--- config.mk ---
export PLATFORM = sky130hd
export DESIGN_NAME = base128_printable_codec
export DESIGN_NICKNAME = d
export VERILOG_FILES = /design/src/design/b128_pkg.sv /design/src/design/b128_front.sv /design/src/design/b128_queue.sv /design/src/design/b128_back.sv /design/src/design/base128_printable_codec.sv
export SDC_FILE = /design/constraint.sdc
export NUM_CORES = 1
export LEC_CHECK = 0
export ABC_AREA = 1
export BUFFER_PORTS_ARGS = -buffer_cell sky130_fd_sc_hd__buf_2
export CORE_MARGIN = 2
export CORE_UTILIZATION = 55
export DETAILED_ROUTE_END_ITERATION = 16
export PLACE_DENSITY = 0.74
export SETUP_SLACK_MARGIN = 0.15
export SLEW_MARGIN = 10
export SYNTH_ARGS = -nofsm -noshare
export SYNTH_HDL_FRONTEND = slang
export SYNTH_SLANG_ARGS = --single-unit
--- constraint.sdc ---
create_clock -name clk -period 3.8 [get_ports clk]
set_clock_uncertainty 0.15 [all_clocks]
set_input_delay 0.38 -clock clk [delete_from_list [all_inputs] [get_ports clk]]
set_output_delay 0.38 -clock clk [all_outputs]
set_load 0.03 [all_outputs]
--- src/design/b128_pkg.sv ---
// shared types and constants for the base128 printable codec
`timescale 1ns / 1ps

package b128_pkg;

    localparam logic [7:0] SYM_OFFSET   = 8'd33;
    localparam logic [7:0] PAYLOAD_MASK = 8'h7F;
    localparam logic [2:0] GROUP_BITS   = 3'd7;

    // entries in the queue between front and back
    localparam int QUEUE_DEPTH = 2;
    localparam int QUEUE_PTR_W = (QUEUE_DEPTH > 1) ? $clog2(QUEUE_DEPTH) : 1;
    localparam int QUEUE_CNT_W = $clog2(QUEUE_DEPTH + 1);

    typedef enum logic
    {
        DIR_ENCODE = 1'b0,
        DIR_DECODE = 1'b1
    } direction_t;

    typedef enum logic
    {
        PH_FIRST  = 1'b0,
        PH_SECOND = 1'b1
    } phase_t;

    // one or two output words caused by one input word
    typedef struct packed
    {
        logic [7:0] first_data;
        logic       first_has;
        logic       first_last;
        logic       two;
        logic [7:0] second_data;
        logic       second_last;
    } result_pair_t;

    typedef struct packed
    {
        logic full;
        logic empty;
    } queue_status_t;

endpackage

--- src/design/b128_front.sv ---
// front end: accepts input words, tracks cursor and carry, builds result pairs
`timescale 1ns / 1ps

module b128_front
    import b128_pkg::*;
(
    input  logic          clk,
    input  logic          rst_n,
    input  logic          cfg_we,
    input  logic          cfg_wdata,
    input  logic          s_axis_tvalid,
    output logic          s_axis_tready,
    input  logic [7:0]    s_axis_tdata,
    input  logic          s_axis_tlast,
    input  queue_status_t q_status,
    output logic          push,
    output result_pair_t  push_data
);

    direction_t direction_reg;
    logic [2:0] cursor_reg;
    logic [2:0] cursor_next;
    logic [7:0] held_reg;
    logic [7:0] held_next;
    logic       accept;

    logic [2:0] enc_bit;
    logic [2:0] enc_bit_inc;
    logic [7:0] enc_word;
    logic [7:0] enc_carry;
    logic [7:0] enc_sym;
    logic [7:0] enc_carry_sym;
    logic [7:0] dec_cur;
    logic [2:0] dec_shift;
    logic [7:0] dec_byte;

    function automatic logic [7:0] to_symbol(input logic [7:0] bits);
        return (bits & PAYLOAD_MASK) + SYM_OFFSET;
    endfunction

    always_comb
    begin
        s_axis_tready = !q_status.full;
        accept        = s_axis_tvalid && !q_status.full;

        // encode path
        enc_bit       = (cursor_reg >= GROUP_BITS) ? 3'd0 : cursor_reg;
        enc_bit_inc   = enc_bit + 3'd1;
        enc_word      = held_reg | (s_axis_tdata << enc_bit);
        enc_carry     = s_axis_tdata >> (GROUP_BITS - enc_bit);
        enc_sym       = to_symbol(enc_word);
        enc_carry_sym = to_symbol(enc_carry);

        // decode path, offset removal wraps
        dec_cur   = s_axis_tdata - SYM_OFFSET;
        dec_shift = cursor_reg - 3'd1;
        dec_byte  = (held_reg >> dec_shift) | (dec_cur << (GROUP_BITS - dec_shift));

        push_data = '0;
        push      = 1'b0;

        if (direction_reg == DIR_ENCODE)
        begin
            push                 = accept;
            push_data.first_data = enc_sym;
            push_data.first_has  = 1'b1;
            push_data.first_last = 1'b0;
            push_data.second_data = enc_carry_sym;
            if (enc_bit_inc == GROUP_BITS)
            begin
                push_data.two         = 1'b1;
                push_data.second_last = s_axis_tlast;
                cursor_next           = 3'd0;
                held_next             = 8'd0;
            end
            else
            begin
                push_data.two         = s_axis_tlast;
                push_data.second_last = 1'b1;
                cursor_next           = enc_bit_inc;
                held_next             = enc_carry;
            end
        end
        else
        begin
            held_next = dec_cur;
            if (cursor_reg == 3'd0)
            begin
                // opening symbol of a group gives a word only as an end marker
                push                 = accept && s_axis_tlast;
                push_data.first_data = 8'd0;
                push_data.first_has  = 1'b0;
                push_data.first_last = 1'b1;
                cursor_next          = 3'd1;
            end
            else
            begin
                push                 = accept;
                push_data.first_data = dec_byte;
                push_data.first_has  = 1'b1;
                push_data.first_last = s_axis_tlast;
                cursor_next          = (cursor_reg == GROUP_BITS) ? 3'd0 : cursor_reg + 3'd1;
            end
        end

        if (s_axis_tlast)
        begin
            cursor_next = 3'd0;
            held_next   = 8'd0;
        end
    end

    always_ff @(posedge clk or negedge rst_n)
    begin
        if (!rst_n)
        begin
            direction_reg <= DIR_ENCODE;
            cursor_reg    <= 3'd0;
            held_reg      <= 8'd0;
        end
        else if (cfg_we)
        begin
            direction_reg <= direction_t'(cfg_wdata);
            cursor_reg    <= 3'd0;
            held_reg      <= 8'd0;
        end
        else if (accept)
        begin
            cursor_reg <= cursor_next;
            held_reg   <= held_next;
        end
    end

endmodule

--- src/design/b128_queue.sv ---
// short queue of result pairs between front and back
`timescale 1ns / 1ps

module b128_queue
    import b128_pkg::*;
(
    input  logic          clk,
    input  logic          rst_n,
    input  logic          push,
    input  result_pair_t  push_data,
    input  logic          pop,
    output result_pair_t  head,
    output queue_status_t status
);

    result_pair_t           entry_reg [QUEUE_DEPTH];
    logic [QUEUE_PTR_W-1:0] wr_ptr_reg;
    logic [QUEUE_PTR_W-1:0] wr_ptr_next;
    logic [QUEUE_PTR_W-1:0] rd_ptr_reg;
    logic [QUEUE_PTR_W-1:0] rd_ptr_next;
    logic [QUEUE_CNT_W-1:0] count_reg;
    logic [QUEUE_CNT_W-1:0] count_next;
    logic                   do_push;
    logic                   do_pop;

    localparam logic [QUEUE_PTR_W-1:0] LAST_PTR = QUEUE_PTR_W'(QUEUE_DEPTH - 1);
    localparam logic [QUEUE_PTR_W-1:0] PTR_ONE  = QUEUE_PTR_W'(1);
    localparam logic [QUEUE_CNT_W-1:0] FULL_CNT = QUEUE_CNT_W'(QUEUE_DEPTH);
    localparam logic [QUEUE_CNT_W-1:0] CNT_ONE  = QUEUE_CNT_W'(1);

    always_comb
    begin
        status.full  = (count_reg == FULL_CNT);
        status.empty = (count_reg == '0);
        do_push      = push && !status.full;
        do_pop       = pop && !status.empty;
        head         = entry_reg[rd_ptr_reg];

        wr_ptr_next = wr_ptr_reg;
        rd_ptr_next = rd_ptr_reg;
        count_next  = count_reg;
        if (do_push)
        begin
            wr_ptr_next = (wr_ptr_reg == LAST_PTR) ? '0 : wr_ptr_reg + PTR_ONE;
        end
        if (do_pop)
        begin
            rd_ptr_next = (rd_ptr_reg == LAST_PTR) ? '0 : rd_ptr_reg + PTR_ONE;
        end
        if (do_push && !do_pop)
        begin
            count_next = count_reg + CNT_ONE;
        end
        else if (do_pop && !do_push)
        begin
            count_next = count_reg - CNT_ONE;
        end
    end

    always_ff @(posedge clk or negedge rst_n)
    begin
        if (!rst_n)
        begin
            wr_ptr_reg <= '0;
            rd_ptr_reg <= '0;
            count_reg  <= '0;
        end
        else
        begin
            wr_ptr_reg <= wr_ptr_next;
            rd_ptr_reg <= rd_ptr_next;
            count_reg  <= count_next;
        end
    end

    always_ff @(posedge clk)
    begin
        if (do_push)
        begin
            entry_reg[wr_ptr_reg] <= push_data;
        end
    end

endmodule

--- src/design/b128_back.sv ---
// back end: sends the one or two output words of each queued pair
`timescale 1ns / 1ps

module b128_back
    import b128_pkg::*;
(
    input  logic          clk,
    input  logic          rst_n,
    input  result_pair_t  head,
    input  queue_status_t q_status,
    output logic          pop,
    output logic          m_axis_tvalid,
    input  logic          m_axis_tready,
    output logic [7:0]    m_axis_tdata,
    output logic          m_axis_tlast,
    output logic [0:0]    m_axis_tuser
);

    phase_t phase_reg;
    phase_t phase_next;
    logic   fire;

    always_comb
    begin
        m_axis_tvalid = !q_status.empty;
        fire          = m_axis_tvalid && m_axis_tready;
        pop           = 1'b0;
        phase_next    = phase_reg;

        case (phase_reg)
            PH_FIRST:
            begin
                m_axis_tdata    = head.first_data;
                m_axis_tuser[0] = head.first_has;
                m_axis_tlast    = head.first_last;
                if (fire)
                begin
                    if (head.two)
                    begin
                        phase_next = PH_SECOND;
                    end
                    else
                    begin
                        pop = 1'b1;
                    end
                end
            end
            PH_SECOND:
            begin
                m_axis_tdata    = head.second_data;
                m_axis_tuser[0] = 1'b1;
                m_axis_tlast    = head.second_last;
                if (fire)
                begin
                    pop        = 1'b1;
                    phase_next = PH_FIRST;
                end
            end
            default:
            begin
                m_axis_tdata    = head.first_data;
                m_axis_tuser[0] = head.first_has;
                m_axis_tlast    = head.first_last;
                phase_next      = PH_FIRST;
            end
        endcase
    end

    always_ff @(posedge clk or negedge rst_n)
    begin
        if (!rst_n)
        begin
            phase_reg <= PH_FIRST;
        end
        else
        begin
            phase_reg <= phase_next;
        end
    end

endmodule

--- src/design/base128_printable_codec.sv ---
// top level of the base128 printable codec
//
//  channel   direction  handshake                      contents
//  s_axis    in         s_axis_tvalid / s_axis_tready  tdata byte or symbol, tlast end
//  m_axis    out        m_axis_tvalid / m_axis_tready  tdata symbol or byte, tuser has_data,
//                                                      tlast end
//  cfg       in         cfg_we                         cfg_wdata direction
//
//  one input word per cycle enters the front while the two-entry queue has room
//  the back sends one output word per cycle while m_axis_tready is high, and pops a
//  word with two results after both; encode gives 8 symbols per full group of 7 bytes, decode one
//  symbol per cycle when not stalled; reset clears direction, cursor, carry and queue
//  results are registered in the queue; an output stall fills it, then drops s_axis_tready
`timescale 1ns / 1ps

module base128_printable_codec
    import b128_pkg::*;
(
    input  logic       clk,
    input  logic       rst_n,
    input  logic       cfg_we,
    input  logic       cfg_wdata,
    input  logic       s_axis_tvalid,
    output logic       s_axis_tready,
    input  logic [7:0] s_axis_tdata,   // data_in
    input  logic       s_axis_tlast,
    output logic       m_axis_tvalid,
    input  logic       m_axis_tready,
    output logic [7:0] m_axis_tdata,   // data_out
    output logic [0:0] m_axis_tuser,   // has_data
    output logic       m_axis_tlast
);

    queue_status_t q_status;
    result_pair_t  push_data;
    result_pair_t  head;
    logic          push;
    logic          pop;

    b128_front u_front
    (
        .clk           (clk),
        .rst_n         (rst_n),
        .cfg_we        (cfg_we),
        .cfg_wdata     (cfg_wdata),
        .s_axis_tvalid (s_axis_tvalid),
        .s_axis_tready (s_axis_tready),
        .s_axis_tdata  (s_axis_tdata),
        .s_axis_tlast  (s_axis_tlast),
        .q_status      (q_status),
        .push          (push),
        .push_data     (push_data)
    );

    b128_queue u_queue
    (
        .clk       (clk),
        .rst_n     (rst_n),
        .push      (push),
        .push_data (push_data),
        .pop       (pop),
        .head      (head),
        .status    (q_status)
    );

    b128_back u_back
    (
        .clk           (clk),
        .rst_n         (rst_n),
        .head          (head),
        .q_status      (q_status),
        .pop           (pop),
        .m_axis_tvalid (m_axis_tvalid),
        .m_axis_tready (m_axis_tready),
        .m_axis_tdata  (m_axis_tdata),
        .m_axis_tlast  (m_axis_tlast),
        .m_axis_tuser  (m_axis_tuser)
    );

    // an end marker without data always closes the stream
    a_marker_is_last: assert property (@(posedge clk) disable iff (!rst_n)
        m_axis_tvalid && !m_axis_tuser[0] |-> m_axis_tlast)
        else $error("end marker without tlast");

    a_queue_status: assert property (@(posedge clk) disable iff (!rst_n)
        !(q_status.full && q_status.empty))
        else $error("queue full and empty at once");

    // a word accepted while the queue was full would be dropped by the queue
    a_no_push_when_full: assert property (@(posedge clk) disable iff (!rst_n)
        q_status.full |-> !s_axis_tready)
        else $error("input ready while queue full");

    a_push_shows: assert property (@(posedge clk) disable iff (!rst_n)
        push && s_axis_tready |=> m_axis_tvalid)
        else $error("queued result not presented");

endmodule

# [After elaboration in Yosys (flattened, before gate mapping)]
# Memories as Yosys holds them, arrays and structs flattened.
# Cells that the tools add are included.
[totals] register_bits=17 latchBits=0 ramBits=40 mem_bits_ro=0 inputBits=15 mem_count=1
[op_classes] addsub=12 n_mul=0 div=0 order_cmp=1 eq_ne=3 n_shift=4 mux=37 bitwise=3 n_reduce_logical=15
[mem_list] name="u_queue.entry_reg" depth=2 width=20 rd=1 rd_ports_with_merged_regs=0 write_ports=1 line="b128_queue.sv:16" source="result_pair_t entry_reg [QUEUE_DEPTH];"
[ops] op="$mux W8" n=5
[ops] op="$mux W10" n=3
[ops] op="$mux W3" n=8
[ops] op="$add A7 B6 Y8 const B" n=2
[ops] op="$pmux W8 S2" n=1
[ops] op="$shr A8 B3 Y8" n=2
[ops] op="$mux W1" n=14
[ops] op="$or A8 B8 Y8" n=1
[ops] op="$pmux W1 S2" n=4
[ops] op="$shl A8 B3 Y7" n=1
[ops] op="$shl A8 B3 Y8" n=1
[ops] op="$sub A8 B6 Y8 const B" n=1
[ops] op="$logic_and A1 B1 Y1" n=7
[ops] op="$or A7 B7 Y7" n=1
[ops] op="$add A3 B1 Y3 const B" n=2
[ops] op="$eq A3 B3 Y1 const B" n=2
[ops] op="$sub A3 B3 Y3 const A" n=2
[ops] op="$logic_not A1 Y1" n=4
[ops] op="$mux W2" n=2
[ops] op="$reduce_bool A2 Y1" n=2
[ops] op="$ge A3 B3 Y1 const B" n=1
[ops] op="$logic_not A3 Y1" n=1
[ops] op="$sub A3 B1 Y3 const B" n=1
[ops] op="$add A1 B1 Y1 const B" n=2
[ops] op="other kinds (5)" n=5

# [Longest topological paths before layout]
# Gate-level depths: netlist (run 1).
[depth] depth_word=11 ltp_mapped=17 mapped_depth_nobuf=16

# [Modules after synthesis]
# A second synthesis (run 1) with hierarchy kept.
[unflattened] hier_cells=531 area_unflattened_um2=3945.0
[by_module_without_submodules] mod="b128_front" n_inst=1 cells_per_inst=353 area_each_um2=2058.2 seq_area_each_um2=300.3
[by_module_without_submodules] mod="b128_queue" n_inst=1 cells_per_inst=136 area_each_um2=1687.9 seq_area_each_um2=1301.2
[by_module_without_submodules] mod="b128_back" n_inst=1 cells_per_inst=42 area_each_um2=198.9 seq_area_each_um2=25.0

# [Worst setup path after synthesis (run 1)]
# Ideal clock, no wire load.
[synth_timing] path_type="register -> register" startpoint="reg u_front.cursor_reg[0]" endpoint="mem u_queue.entry_reg[1][0] (netlist bit), enable pin" setup_time_ps=398 arrival_time_ps=2197 slack_ps=1055 path_stages_with_launch=9 path_buffers=1 cell_sequence="dfrtp_1 > inv_1 > clkbuf_1 > ha_1 > nand2_1 > nor2_1 > a21oi_1 > inv_1 > nor2_1"
[synth_between] elab_chain_len=6
[synth_lines] element="start: declaration" line="b128_front.sv:21" source="logic [2:0] cursor_reg;"
[synth_lines] element="start signal: assignment" line="b128_front.sv:129" source="cursor_reg <= cursor_next;"
[synth_lines] element="$logic_not A3 Y1" line="b128_front.sv:87" source="if (cursor_reg == 3'd0)"
[synth_lines] element="$mux W1" line="b128_front.sv:87"
[synth_lines] element="$mux W1" line="b128_front.sv:62" source="if (direction_reg == DIR_ENCODE)"
[synth_lines] element="$logic_and A1 B1 Y1" line="b128_queue.sv:35" source="do_push = push && !status.full;"
[synth_lines] element="named net u_queue.do_push" line="b128_queue.sv:23" source="logic do_push;"
[synth_lines] element="$mux W1" line="b128_queue.sv:78" source="if (do_push)"
[synth_lines] element="$mux W1 (implied by the code)" line="b128_queue.sv:80" source="entry_reg[wr_ptr_reg] <= push_data;"
[synth_lines] element="end: declaration" line="b128_queue.sv:16"
# The timed path passes the listed nets, and every way through them passes these cells.

==> impl_results.md, run 1 <==
* Status: finished, final reports clean
* Final setup violation count at 0
* HPWL after DPL at 7.12 mm
* DIE AREA at 7720 µm²
* Ys flop type: edfxtp_1
* Initial antenna violation count at 0
* Setup WS post-layout at 0.686 ns
* GR Util met3 at 3.58%
* Placer Congestion at 0.950
* Initial core utilization at 56.9%
* Routed vias at 3408
* Max FFs per register at 40
* GR peak layer: met2
* Worst skew pair latency at 0.32 ns
* Io pins at 27
* Worst path arrival time at 3.04 ns
* Worst r2r src: u_front.cursor_reg[1]
* GRT overflow at 0
* Vias in the first global route at 3148
* Count of cell types in the netlist at 39
* Yosys Warn Count at 0
* CTS tree: done
* Sequential area share after synthesis at 42.0%
* Max Freq at 321 MHz
* Unrepaired setup endpoints after global routing: false
* Cell count after placement at 595
* Yosys reg bits at 57
* WP data required at 3.73 ns
* Fin cells at 612
* CP Capture Type: flip-flop
* Pin count of the biggest net entering global routing at 30
* Critical path start-end classification: reg -> reg
* CTS sink cnt at 57
* Tmin final at 3.11 ns
* Post-CTS sizing at 0
* # DRC at 0
* Drt via density at 5.57
* Commonest non-fill, non-tap cell in the layout: nand2_1
* Setup bufs post-CTS at 0
* Chip width at 87.9 µm
* First-pass GRT wire length at 15.5 mm
* Util after Layout at 62.7%
* Nets at 536
* Fraction of layout instances using a drive strength above 1 at 16.1%
* Site row count at 30
* Synthesized area per cell at 7.93 µm²
* Met1 usage at 34.3%
* Pwr dens at 615 nW/µm²
* GRT Util Overall at 26.6%
* Max VDD drop at 0.236 mV
* Slew margin rel. at 54.2%
* Post-route ant nets at 0
* Worst slack, placed at 0.718 ns
* Post-synth ARST share at 29.8%
* Worst Setup SP: u_front.cursor_reg[1]
* Syn Nets at 513
* Max-slew violation count at 0
* Initial detailed-routing violation count at 252
* Routed WL per cell at 15.5 µm
* Final Hold Fails at 0
* Crit path launch type: flip-flop
* Post-Synthesis Cells at 488
* Antenna diodes at 0
* Area grow syn2layout at 10.2%
* Synthesized area at 3870 µm²
* CTS clock-pin slew for the worst setup and hold paths at 0.07 ns
* Leak at 1.90 nW
* Fillers at 601
* R2r endpoint: u_queue.entry_reg[1][7]
* Root Buffer: clkbuf_8
* Core ar. at 6790 µm²
* Worst-Margin Slew at 0.683 ns
* Critical-path maximum fanout at 11
* CP endpoint: u_queue.entry_reg[1][7]
* Met2 global-route usage at 44.3%
* Max cap viols at 0
* Final WL at 9.50 mm
* R2R depth at 13
* Tcrit/Tclk final at 82.0%
* Commonest cells after routing, fill and taps aside: 116 x nand2_1, 58 x o21ai_0, 50 x inv_1
* Clock Path Buffers at 2
* Pre-antenna DRT Iters at 5
* Number of synthesized flops with an enable pin at 40
* FF-to-FF setup slack at 0.69 ns
* H-tree lvl count at 3
* CTS buffer count at 9
* Port Buffer Count at 26
* DIE HEIGHT at 87.9 µm
* HP Class: in -> reg
* Setup TNS at 0 ns
[worst min-delay path by stage]
stage          slack (ns)                     to  startpoint  cells past startpoint
2_1_floorplan       -0.07       u_back.phase_reg       rst_n                      0
4_1_cts              0.11  u_front.direction_reg   cfg_wdata                      3
3_3_place_gp         0.18  u_front.cursor_reg[2]       rst_n                      1
6_report             0.12  u_front.direction_reg   cfg_wdata                      3
3_5_place_dp         0.18  u_front.cursor_reg[0]       rst_n                      1
5_1_grt              0.14  u_front.direction_reg   cfg_wdata                      3
[worst max-delay path, stage by stage, from the launching register on]
cell and delay [ns]:
dfrtp_1 0.47, ha_1 0.23, ha_1 0.20, inv_2 0.22, o21ai_4 0.10, nor2_2 0.50, nand3_1 0.24, o21ai_4 0.15
ha_1 0.22, nand4_1 0.12, nand2_1 0.10, nand2_1 0.06, nand2_1 0.05, nor2_1 0.05
[synth_stat cells, types with 6 or more instances]
cell type	instances	area (µm²)
xor2_1	6	52.6
nor2_1	48	180
a21oi_1	16	80.1
o211ai_1	6	45.0
nand3_1	31	155
nand2_2	9	56.3
nand4_1	9	56.3
dfrtp_1	17	425
edfxtp_1	40	1200
nand2_1	116	435
clkbuf_1	10	37.5
o22ai_1	12	75.1
inv_1	50	188
o21ai_0	58	290
ha_1	10	125
[cells by family after synthesis]
| kind of cell | synth area share [%] |
|---|---|
| AND/OR/NAND/NOR | 28.2 |
| AO/OA/AOI/OAI | 15.5 |
| buffers and inverters | 8.80 |
| flip-flops | 42.0 |
| XOR/XNOR | 2.26 |
| adder cells (fa/ha/maj) | 3.23 |
[what timing repair did]
item | CTS | global route
hold buffers | 1 | 0
hold endpoints to repair | 17 | 0
setup endpoints to repair | 0 | 0
[final cells by class]
class	count	area [µm²]	area share, %
clock buffers	13	159	3.73
inverters	57	220	5.17
repair buffers	31	170	3.99
multi-input cells	355	1900	44.6
flip-flops and latches	57	1630	38.2
well taps	96	120	2.82
clock inverters	3	63.8	1.50
[where the power goes]
part	switching [mW]	internal (mW)
clock	0.236	0.404
combinational	0.744	0.317
sequential	0.0913	0.830
total	1.07	1.55
[metal layers]
| layer | up-vias | wire length (µm) |
|---|---|---|
| met5 | - | 0 |
| met4 | 0 | 373 |
| met3 | 27 | 450 |
| met2 | 125 | 4560 |
| met1 | 1584 | 4110 |
| li1 | 1672 | - |
[stage by stage]
stage / instance area, µm² / power, mW / hold WS [ns]
global placement: 4030 / 1.97 / 0.177
finish: 4260 / 2.62 / 0.116
CTS: 4260 / 2.63 / 0.110
global route: 4260 / 2.79 / 0.143
floorplan: 3870 / 1.72 / -0.0656
detailed placement: 4030 / 1.99 / 0.180
Power figures use the tool's default switching activity.
==> run 2, diff against run 1 <==
==> constraint.sdc (replaced) <==
create_clock -name clk -period 2.9 [get_ports clk]
set_clock_uncertainty 0.15 [all_clocks]
set_input_delay 0.29 -clock clk [delete_from_list [all_inputs] [get_ports clk]]
set_output_delay 0.29 -clock clk [all_outputs]
set_load 0.03 [all_outputs]
==> run 2 against run 1 <==
Against the previous run:
- non-clock buffer count grew 14
- die area is the same
- via count up 4.7%
- combinational power grew 42%
- clock power up 22%
- global-route usage up 0.21 points
- sequential power rose by 26%
- register-to-register slack lost 0.36 ns
- sequential cell count unchanged
- hold slack lost 0.085 ns
- largest cell class unchanged
- largest power group unchanged
==> impl_results.md, run 2 (same netlist as run 1, synthesis figures left out) <==
* Cells along the critical path: ha_1, ha_2, clkinv_4, nand3_2, buf_4, inv_1, ha_1, xor2_1, a31oi_2, o211ai_1, o21ai_0 (was ha_1, ha_1, inv_2, o21ai_4, nor2_2, nand3_1, o21ai_4, ha_1, nand4_1, nand2_1, nand2_1, nand2_1, nor2_1)
* Worst Setup SP: u_front.cursor_reg[0] (was u_front.cursor_reg[1])
* Leak at 1.96 nW (was 1.90 nW)
* Root Buffer: clkbuf_8 (unchanged)
* CP max stage cell: dfrtp_1 (was nor2_2)
* # DRC at 0 (unchanged)
* Pwr dens at 784 nW/µm² (was 615 nW/µm²)
* H-tree lvl count at 3 (unchanged)
* R2R depth at 11 (was 13)
* Worst-Margin Slew at 0.643 ns (was 0.683 ns)
* Clock Path Buffers at 2 (unchanged)
* CP Capture Type: flip-flop (unchanged)
* Setup TNS at 0 ns (unchanged)
* Worst skew pair latency at 0.34 ns (was 0.32 ns)
* Final WL at 9.90 mm (was 9.50 mm)
* Worst r2r src: u_front.cursor_reg[0] (was u_front.cursor_reg[1])
* Tmin final at 2.57 ns (was 3.11 ns)
* HP Class: in -> reg (unchanged)
* Routed vias at 3569 (was 3408)
* Reg area at 1630 µm² (unchanged)
* Unrepaired setup endpoints after global routing: false (unchanged)
* Tcrit/Tclk final at 88.8% (was 82.0%)
* FF-to-FF setup slack at 0.33 ns (was 0.69 ns)
* Slew margin rel. at 57.0% (was 54.2%)
* CTS clock-pin slew for the worst setup and hold paths at 0.07 ns (about the same)
* HPWL after DPL at 7.19 mm (was 7.12 mm)
* Fillers at 579 (was 601)
* Initial detailed-routing violation count at 358 (was 252)
* Max Freq at 388 MHz (was 321 MHz)
* Worst path arrival time at 2.62 ns (was 3.04 ns)
* Placer Congestion at 1.04 (was 0.950)
* Fraction of layout instances using a drive strength above 1 at 18.9% (was 16.1%)
* CTS tree: done (unchanged)
* DIE HEIGHT at 87.9 µm (unchanged)
* Max FFs per register at 40 (unchanged)
* Commonest cells after routing, fill and taps aside: 116 x nand2_1, 58 x o21ai_0, 49 x inv_1 (was 116 x nand2_1, 58 x o21ai_0, 50 x inv_1)
* Site row count at 30 (unchanged)
* Chip width at 87.9 µm (unchanged)
* CP most frequent cell: ha_1
* DIE AREA at 7720 µm² (unchanged)
* Pin count of the biggest net entering global routing at 30 (unchanged)
* Final Hold Fails at 0 (unchanged)
* Routed WL per cell at 15.7 µm (was 15.5 µm)
* R2r endpoint: u_front.held_reg[1] (was u_queue.entry_reg[1][7])
* Max VDD drop at 0.283 mV (was 0.236 mV)
* Final setup violation count at 0 (unchanged)
* Crit path launch type: flip-flop (unchanged)
* WHS Path Cells at 3 (unchanged)
* CTS buffer count at 9 (unchanged)
* CTS sink cnt at 57 (unchanged)
* Initial antenna violation count at 0 (unchanged)
* Max cap viols at 0 (unchanged)
* Critical-path maximum fanout at 7 (was 11)
* Io pins at 27 (unchanged)
* GRT Util Overall at 26.8% (was 26.6%)
* Antenna diodes at 0 (unchanged)
* GRT overflow at 0 (unchanged)
* Buf+Inv Stages, Crit Path at 3 (was 1)
* Pwr Total at 3.45 mW (was 2.62 mW)
* Critical path start-end classification: reg -> reg (unchanged)
* Initial core utilization at 56.9% (unchanged)
* Critical path depth in cells at 11 (was 13)
* First-pass GRT wire length at 15.8 mm (was 15.5 mm)
* Commonest non-fill, non-tap cell in the layout: nand2_1 (unchanged)
* Multi-input gate area at 1930 µm² (was 1900 µm²)
* Drt via density at 5.67 (was 5.57)
* Max-slew violation count at 0 (unchanged)
* Nets at 553 (was 536)
* Port Buffer Count at 26 (unchanged)
* Status: finished, final reports clean (unchanged)
* Core ar. at 6790 µm² (unchanged)
* Vias in the first global route at 3407 (was 3148)
* CP peak stage delay at 0.39 ns (was 0.50 ns)
* WP data required at 2.95 ns (was 3.73 ns)
* Post-route ant nets at 0 (unchanged)
* Area grow syn2layout at 13.7% (was 10.2%)
* Top cell family by delay on the critical path: compound AO/OA/AOI/OAI gates (was simple AND/OR/NAND/NOR gates)
* CP endpoint: u_front.held_reg[1] (was u_queue.entry_reg[1][7])
* Pre-antenna DRT Iters at 6 (was 5)
run 2: cell types whose count changed in the layout (fill, tap and decap cells not counted), sizes merged:
cell	previous run	this run
buf	30	44
clkbuf	13	12
clkinv	4	7
clkinvlp	0	1
inv	54	52
nand3	39	41
run 2: worst min-delay path by stage:
stage | from | slack, ns | endpoint
after CTS | cfg_wdata | 0.02 | u_front.direction_reg
after detailed placement | rst_n | 0.09 | u_front.cursor_reg[2]
final | cfg_wdata | 0.03 | u_front.direction_reg
after global routing | cfg_wdata | 0.06 | u_front.direction_reg
after floorplan | rst_n | -0.16 | u_back.phase_reg
after global placement | rst_n | 0.08 | u_front.cursor_reg[2]
run 2: per-stage QoR:
| step | cells | util [%] | worst slack [ns] | area (µm²) | hold WS, ns |
|---|---|---|---|---|---|
| 2_1_floorplan | 488 | - | 0.155 | 3870 | -0.156 |
| 3_3_place_gp | 605 | 60.4 | 0.243 | 4100 | 0.0783 |
| 3_5_place_dp | 605 | 60.4 | 0.229 | 4100 | 0.0883 |
| 4_1_cts | 622 | 63.5 | 0.214 | 4320 | 0.0199 |
| 5_1_grt | 629 | 64.7 | 0.145 | 4400 | 0.0620 |
| 6_report | 629 | 64.7 | 0.325 | 4400 | 0.0315 |
run 2: timing repair:
item | 4_1_cts | 5_1_grt
endpoints found under the setup margin | 0 | 66
buffers inserted | 0 | 4
gates resized for setup | 0 | 8
endpoints found under the hold margin | 17 | 0
hold buffers | 1 | 0
run 2: worst min-delay path: cells and delay by family:
| family | cells | cell delay, ns |
|---|---|---|
| buf+inv | 1 | 0.07 |
| simple gates | 1 | 0.04 |
| compound gates | 1 | 0.07 |
run 2: layer usage:
layer	share of wire [%]	GRT usage, %
met1	41	33.1
met2	48	45.4
met3	6.9	5.94
met4	4.1	11.2
met5	0	0
run 2: area by class of cell:
| cell class | count | area share [%] |
|---|---|---|
| repair buffers | 45 | 6.43 |
| clock buffers | 12 | 3.07 |
| inverters | 57 | 5.21 |
| well taps | 96 | 2.73 |
| repair inverters | 1 | 0.114 |
| multi-input cells | 357 | 43.9 |
| clock inverters | 4 | 1.54 |
| flip-flops and latches | 57 | 37.0 |
run 2: where the power goes:
part	leakage, nW	total [mW]	switching (mW)	internal (mW)
Combinational	1.26	1.51	1.05	0.463
Clock	0.0997	0.778	0.298	0.479
Sequential	0.601	1.16	0.0725	1.09
Total	1.96	3.45	1.42	2.03
==> run 3, diff against run 2 <==
--- a/config.mk
+++ b/config.mk
@@ -10,9 +10,11 @@
 export CORE_MARGIN = 2
 export CORE_UTILIZATION = 55
 export DETAILED_ROUTE_END_ITERATION = 16
+export GPL_TIMING_DRIVEN = 1
 export PLACE_DENSITY = 0.74
 export SETUP_SLACK_MARGIN = 0.15
 export SLEW_MARGIN = 10
 export SYNTH_ARGS = -nofsm -noshare
 export SYNTH_HDL_FRONTEND = slang
+export SYNTH_HIERARCHICAL = 1
 export SYNTH_SLANG_ARGS = --single-unit
==> run 3 against run 2 <==
Against the previous run:
- sequential cell count is the same
- combinational power grew 4%
- die area grew 1.9%
- global-route usage shrank 0.35 points
- clock-buffer cell count shrank 3
- via count grew 1.6%
- clock power shrank 11%
- non-clock buffer count shrank 4
- cell count grew 5.7%
- sequential power is essentially flat
==> impl_results.md, run 3 <==
* Clock group share of total power at 20.1% (was 22.5%)
* Setup TNS at 0 ns (unchanged)
* DIE AREA at 7870 µm² (was 7720 µm²)
* Cell taking the most area after synthesis: edfxtp_1 (unchanged)
* Final setup violation count at 0 (unchanged)
* Number of synthesized flops with an enable pin at 40 (unchanged)
* Clock Path Buffers at 2 (unchanged)
* Commonest non-fill, non-tap cell in the layout: nand2_1 (unchanged)
* Met3 wire length at 589 µm (was 678 µm)
* Io pins at 27 (unchanged)
* Pre-antenna DRT Iters at 5 (was 6)
* Fraction of layout instances using a drive strength above 1 at 18.5% (was 18.9%)
* Fillers at 621 (was 579)
* Drt via density at 5.45 (was 5.67)
* Switch share at 43.6% (was 41.1%)
* H-tree lvl count at 3 (unchanged)
* Initial core utilization at 57.4% (was 56.9%)
* DIE HEIGHT at 88.7 µm (was 87.9 µm)
* CTS sink cnt at 57 (unchanged)
* # DRC at 0 (unchanged)
* R2r endpoint: u_queue/entry_reg[1][18] (was u_front.held_reg[1])
* Ys flop type: edfxtp_1 (unchanged)
* Slew margin rel. at 70.5% (was 57.0%)
* Routed WL per cell at 14.5 µm (was 15.7 µm)
* GRT Util Overall at 26.4% (was 26.8%)
* Tcrit/Tclk final at 90.8% (was 88.8%)
* First-pass GRT wire length at 15.7 mm (was 15.8 mm)
* Worst-Margin Slew at 0.443 ns (was 0.643 ns)
* Synth cell count leaders: 192 x nand2_1, 52 x inv_1, 40 x edfxtp_1 (was 116 x nand2_1, 58 x o21ai_0, 50 x inv_1)
* Core ar. at 6870 µm² (was 6790 µm²)
* Pwr dens at 782 nW/µm² (was 784 nW/µm²)
* Max VDD drop at 0.308 mV (was 0.283 mV)
* Initial detailed-routing violation count at 210 (was 358)
* Chip width at 88.7 µm (was 87.9 µm)
* Routed wl met2 at 4.49 mm (was 4.75 mm)
* Post-synth ARST share at 29.8% (unchanged)
* Pin count of the biggest net entering global routing at 29 (was 30)
* Unrepaired setup endpoints after global routing: false (unchanged)
* HPWL after DPL at 7.14 mm (was 7.19 mm)
* Port Buffer Count at 26 (unchanged)
* Nets at 588 (was 553)
* Leak at 2.08 nW (was 1.96 nW)
* P_sw at 1.51 mW (was 1.42 mW)
* Internal at 1.95 mW (was 2.03 mW)
* CTS clock-pin slew for the worst setup and hold paths at 0.07 ns (about the same)
* R2R depth at 14 (was 11)
* Crit path launch type: flip-flop (unchanged)
* Gate power share at 45.6% (was 43.8%)
* Antenna diodes at 0 (unchanged)
* CTS tree: done (unchanged)
* Post-Synthesis Cells at 531 (was 488)
* Yosys Warn Count at 6 (was 0)
* Max Freq at 380 MHz (was 388 MHz)
* Critical path start-end classification: reg -> reg (unchanged)
* CP Capture Type: flip-flop (unchanged)
* Final Hold Fails at 0 (unchanged)
* CTS buffer count at 9 (unchanged)
* Routed vias at 3627 (was 3569)
* GRT overflow at 0 (unchanged)
* Top layer in use: met4 (unchanged)
* Setup WS post-layout at 0.267 ns (was 0.325 ns)
* Worst skew pair latency at 0.33 ns (was 0.34 ns)
* Worst path arrival time at 2.55 ns (was 2.62 ns)
* Critical-path maximum fanout at 11 (was 7)
* Commonest cells after routing, fill and taps aside: 192 x nand2_1, 52 x inv_1, 40 x edfxtp_1 (was 116 x nand2_1, 58 x o21ai_0, 49 x inv_1)
* WHS Path Cells at 3 (unchanged)
* Placer Congestion at 0.989 (was 1.04)
* Max-slew violation count at 0 (unchanged)
* Site row count at 30 (unchanged)
* Top-count cell post-synth: nand2_1 (unchanged)
* Status: finished, final reports clean (unchanged)
* Worst slack, placed at 0.131 ns (was 0.229 ns)
* Initial antenna violation count at 0 (unchanged)
* Dominant cells by area after synthesis: edfxtp_1 30%, nand2_1 18%, dfrtp_1 11%, inv_1 4.9%, o21ai_0 3.9% (was edfxtp_1 31%, nand2_1 11%, dfrtp_1 11%, o21ai_0 7.5%, inv_1 4.9%)
* Critical hold path startpoint: cfg_wdata (unchanged)
* Worst r2r src: u_front/cursor_reg[0] (was u_front.cursor_reg[0])
* Max cap viols at 0 (unchanged)
* HP Class: in -> reg (unchanged)
* Flop pwr share at 34.3% (was 33.7%)
* Synthesized area per cell at 7.43 µm² (was 7.93 µm²)
* Synthesized area at 3950 µm² (was 3870 µm²)
* Yosys top cell area share at 30.4% (was 31.0%)
* Syn Nets at 555 (was 513)
* Post-route ant nets at 0 (unchanged)
* Sequential area share after synthesis at 41.2% (was 42.0%)
* Root Buffer: clkbuf_8 (unchanged)
* FF-to-FF setup slack at 0.27 ns (was 0.33 ns)
* Tmin final at 2.63 ns (was 2.57 ns)
* Vias in the first global route at 3391 (was 3407)
* WP data required at 2.82 ns (was 2.95 ns)
* Yosys reg bits at 57 (unchanged)
* WHS Endpoint: u_front/direction_reg (was u_front.direction_reg)
* Max FFs per register at 40 (unchanged)
* Final WL at 9.64 mm (was 9.90 mm)
* Met1 Wirelength at 4.15 mm (was 4.06 mm)
* Area grow syn2layout at 12.0% (was 13.7%)
* Count of cell types in the netlist at 39 (unchanged)
==> run 3: layout make-up <==
type                    count  area [µm²]  share of cell area, %
repair buffers             41         245                   5.55
multi-input cells         393        2000                   45.3
flip-flops and latches     57        1630                   36.8
clock buffers               9         124                   2.80
inverters                  62         240                   5.44
clock inverters             7        61.3                   1.39
well taps                  96         120                   2.72
==> run 3: worst max path at each step <==
stage / endpoint / slack, ns / from / depth (start not counted)
floorplan: u_queue/entry_reg[1][0] / 0.28 / u_front/cursor_reg[0] / 10
global placement: u_queue/entry_reg[0][7] / 0.20 / u_front/cursor_reg[0] / 15
detailed placement: u_queue/entry_reg[0][7] / 0.13 / u_front/cursor_reg[0] / 15
CTS: u_queue/entry_reg[1][18] / 0.17 / u_front/cursor_reg[0] / 12
global route: u_queue/entry_reg[1][16] / 0.15 / u_front/cursor_reg[0] / 15
finish: u_queue/entry_reg[1][18] / 0.27 / u_front/cursor_reg[0] / 14
==> run 3: power groups by stage <==
stage / clock network, mW / logic [mW] / registers, mW
2_1_floorplan: 0 / 1.21 / 1.17
3_3_place_gp: 0 / 1.52 / 1.19
3_5_place_dp: 0 / 1.55 / 1.20
4_1_cts: 0.711 / 1.56 / 1.18
5_1_grt: 0.739 / 1.77 / 1.20
6_report: 0.696 / 1.57 / 1.18
==> run 3: timing repair <==
item | 4_1_cts | 5_1_grt
hold buffers | 1 | 0
endpoints found under the hold margin | 17 | 0
setup buffers | 0 | 2
resized for setup | 2 | 8
setup endpoints to repair | 2 | 18
==> run 3: per-stage QoR <==
step	utilization (%)	hold WS [ns]	instance area (µm²)	total power, mW	cells
2_1_floorplan	-	-0.156	3950	2.38	531
3_3_place_gp	60.6	0.0955	4160	2.72	646
3_5_place_dp	60.6	0.0988	4160	2.75	646
4_1_cts	63.6	0.00912	4370	3.45	663
5_1_grt	64.3	0.0386	4420	3.72	665
6_report	64.3	0.0222	4420	3.45	665
==> run 3: critical path: stages, from the launching register on <==
cell and delay (ns):
dfrtp_1 0.38, ha_1 0.20, ha_1 0.21, inv_4 0.14, nand3_4 0.14, buf_4 0.18, nand2_2 0.08, inv_2 0.04
nand3_1 0.08, nand2_1 0.14, ha_1 0.24, nand2_2 0.10, nor2_2 0.06, o21ai_1 0.13, nand3_1 0.10
==> run 3: per-layer routing <==
layer | track usage [%] | vias up
li1 | - | 1799
met1 | 33.2 | 1677
met2 | 43.0 | 126
met3 | 4.76 | 25
met4 | 14.9 | 0
met5 | 0 | -
==> run 3: logic make-up (layout without fill, tap and decap cells) <==
| logic type | Yosys count | after routing | synth area share [%] |
|---|---|---|---|
| adder cells (fa/ha/maj) | 9 | 9 | 2.85 |
| XOR/XNOR | 6 | 6 | 1.33 |
| buffers and inverters | 81 | 119 | 9.10 |
| AO/OA/AOI/OAI | 75 | 75 | 11.0 |
| AND/OR/NAND/NOR | 303 | 303 | 34.5 |
| flip-flops | 57 | 57 | 41.2 |
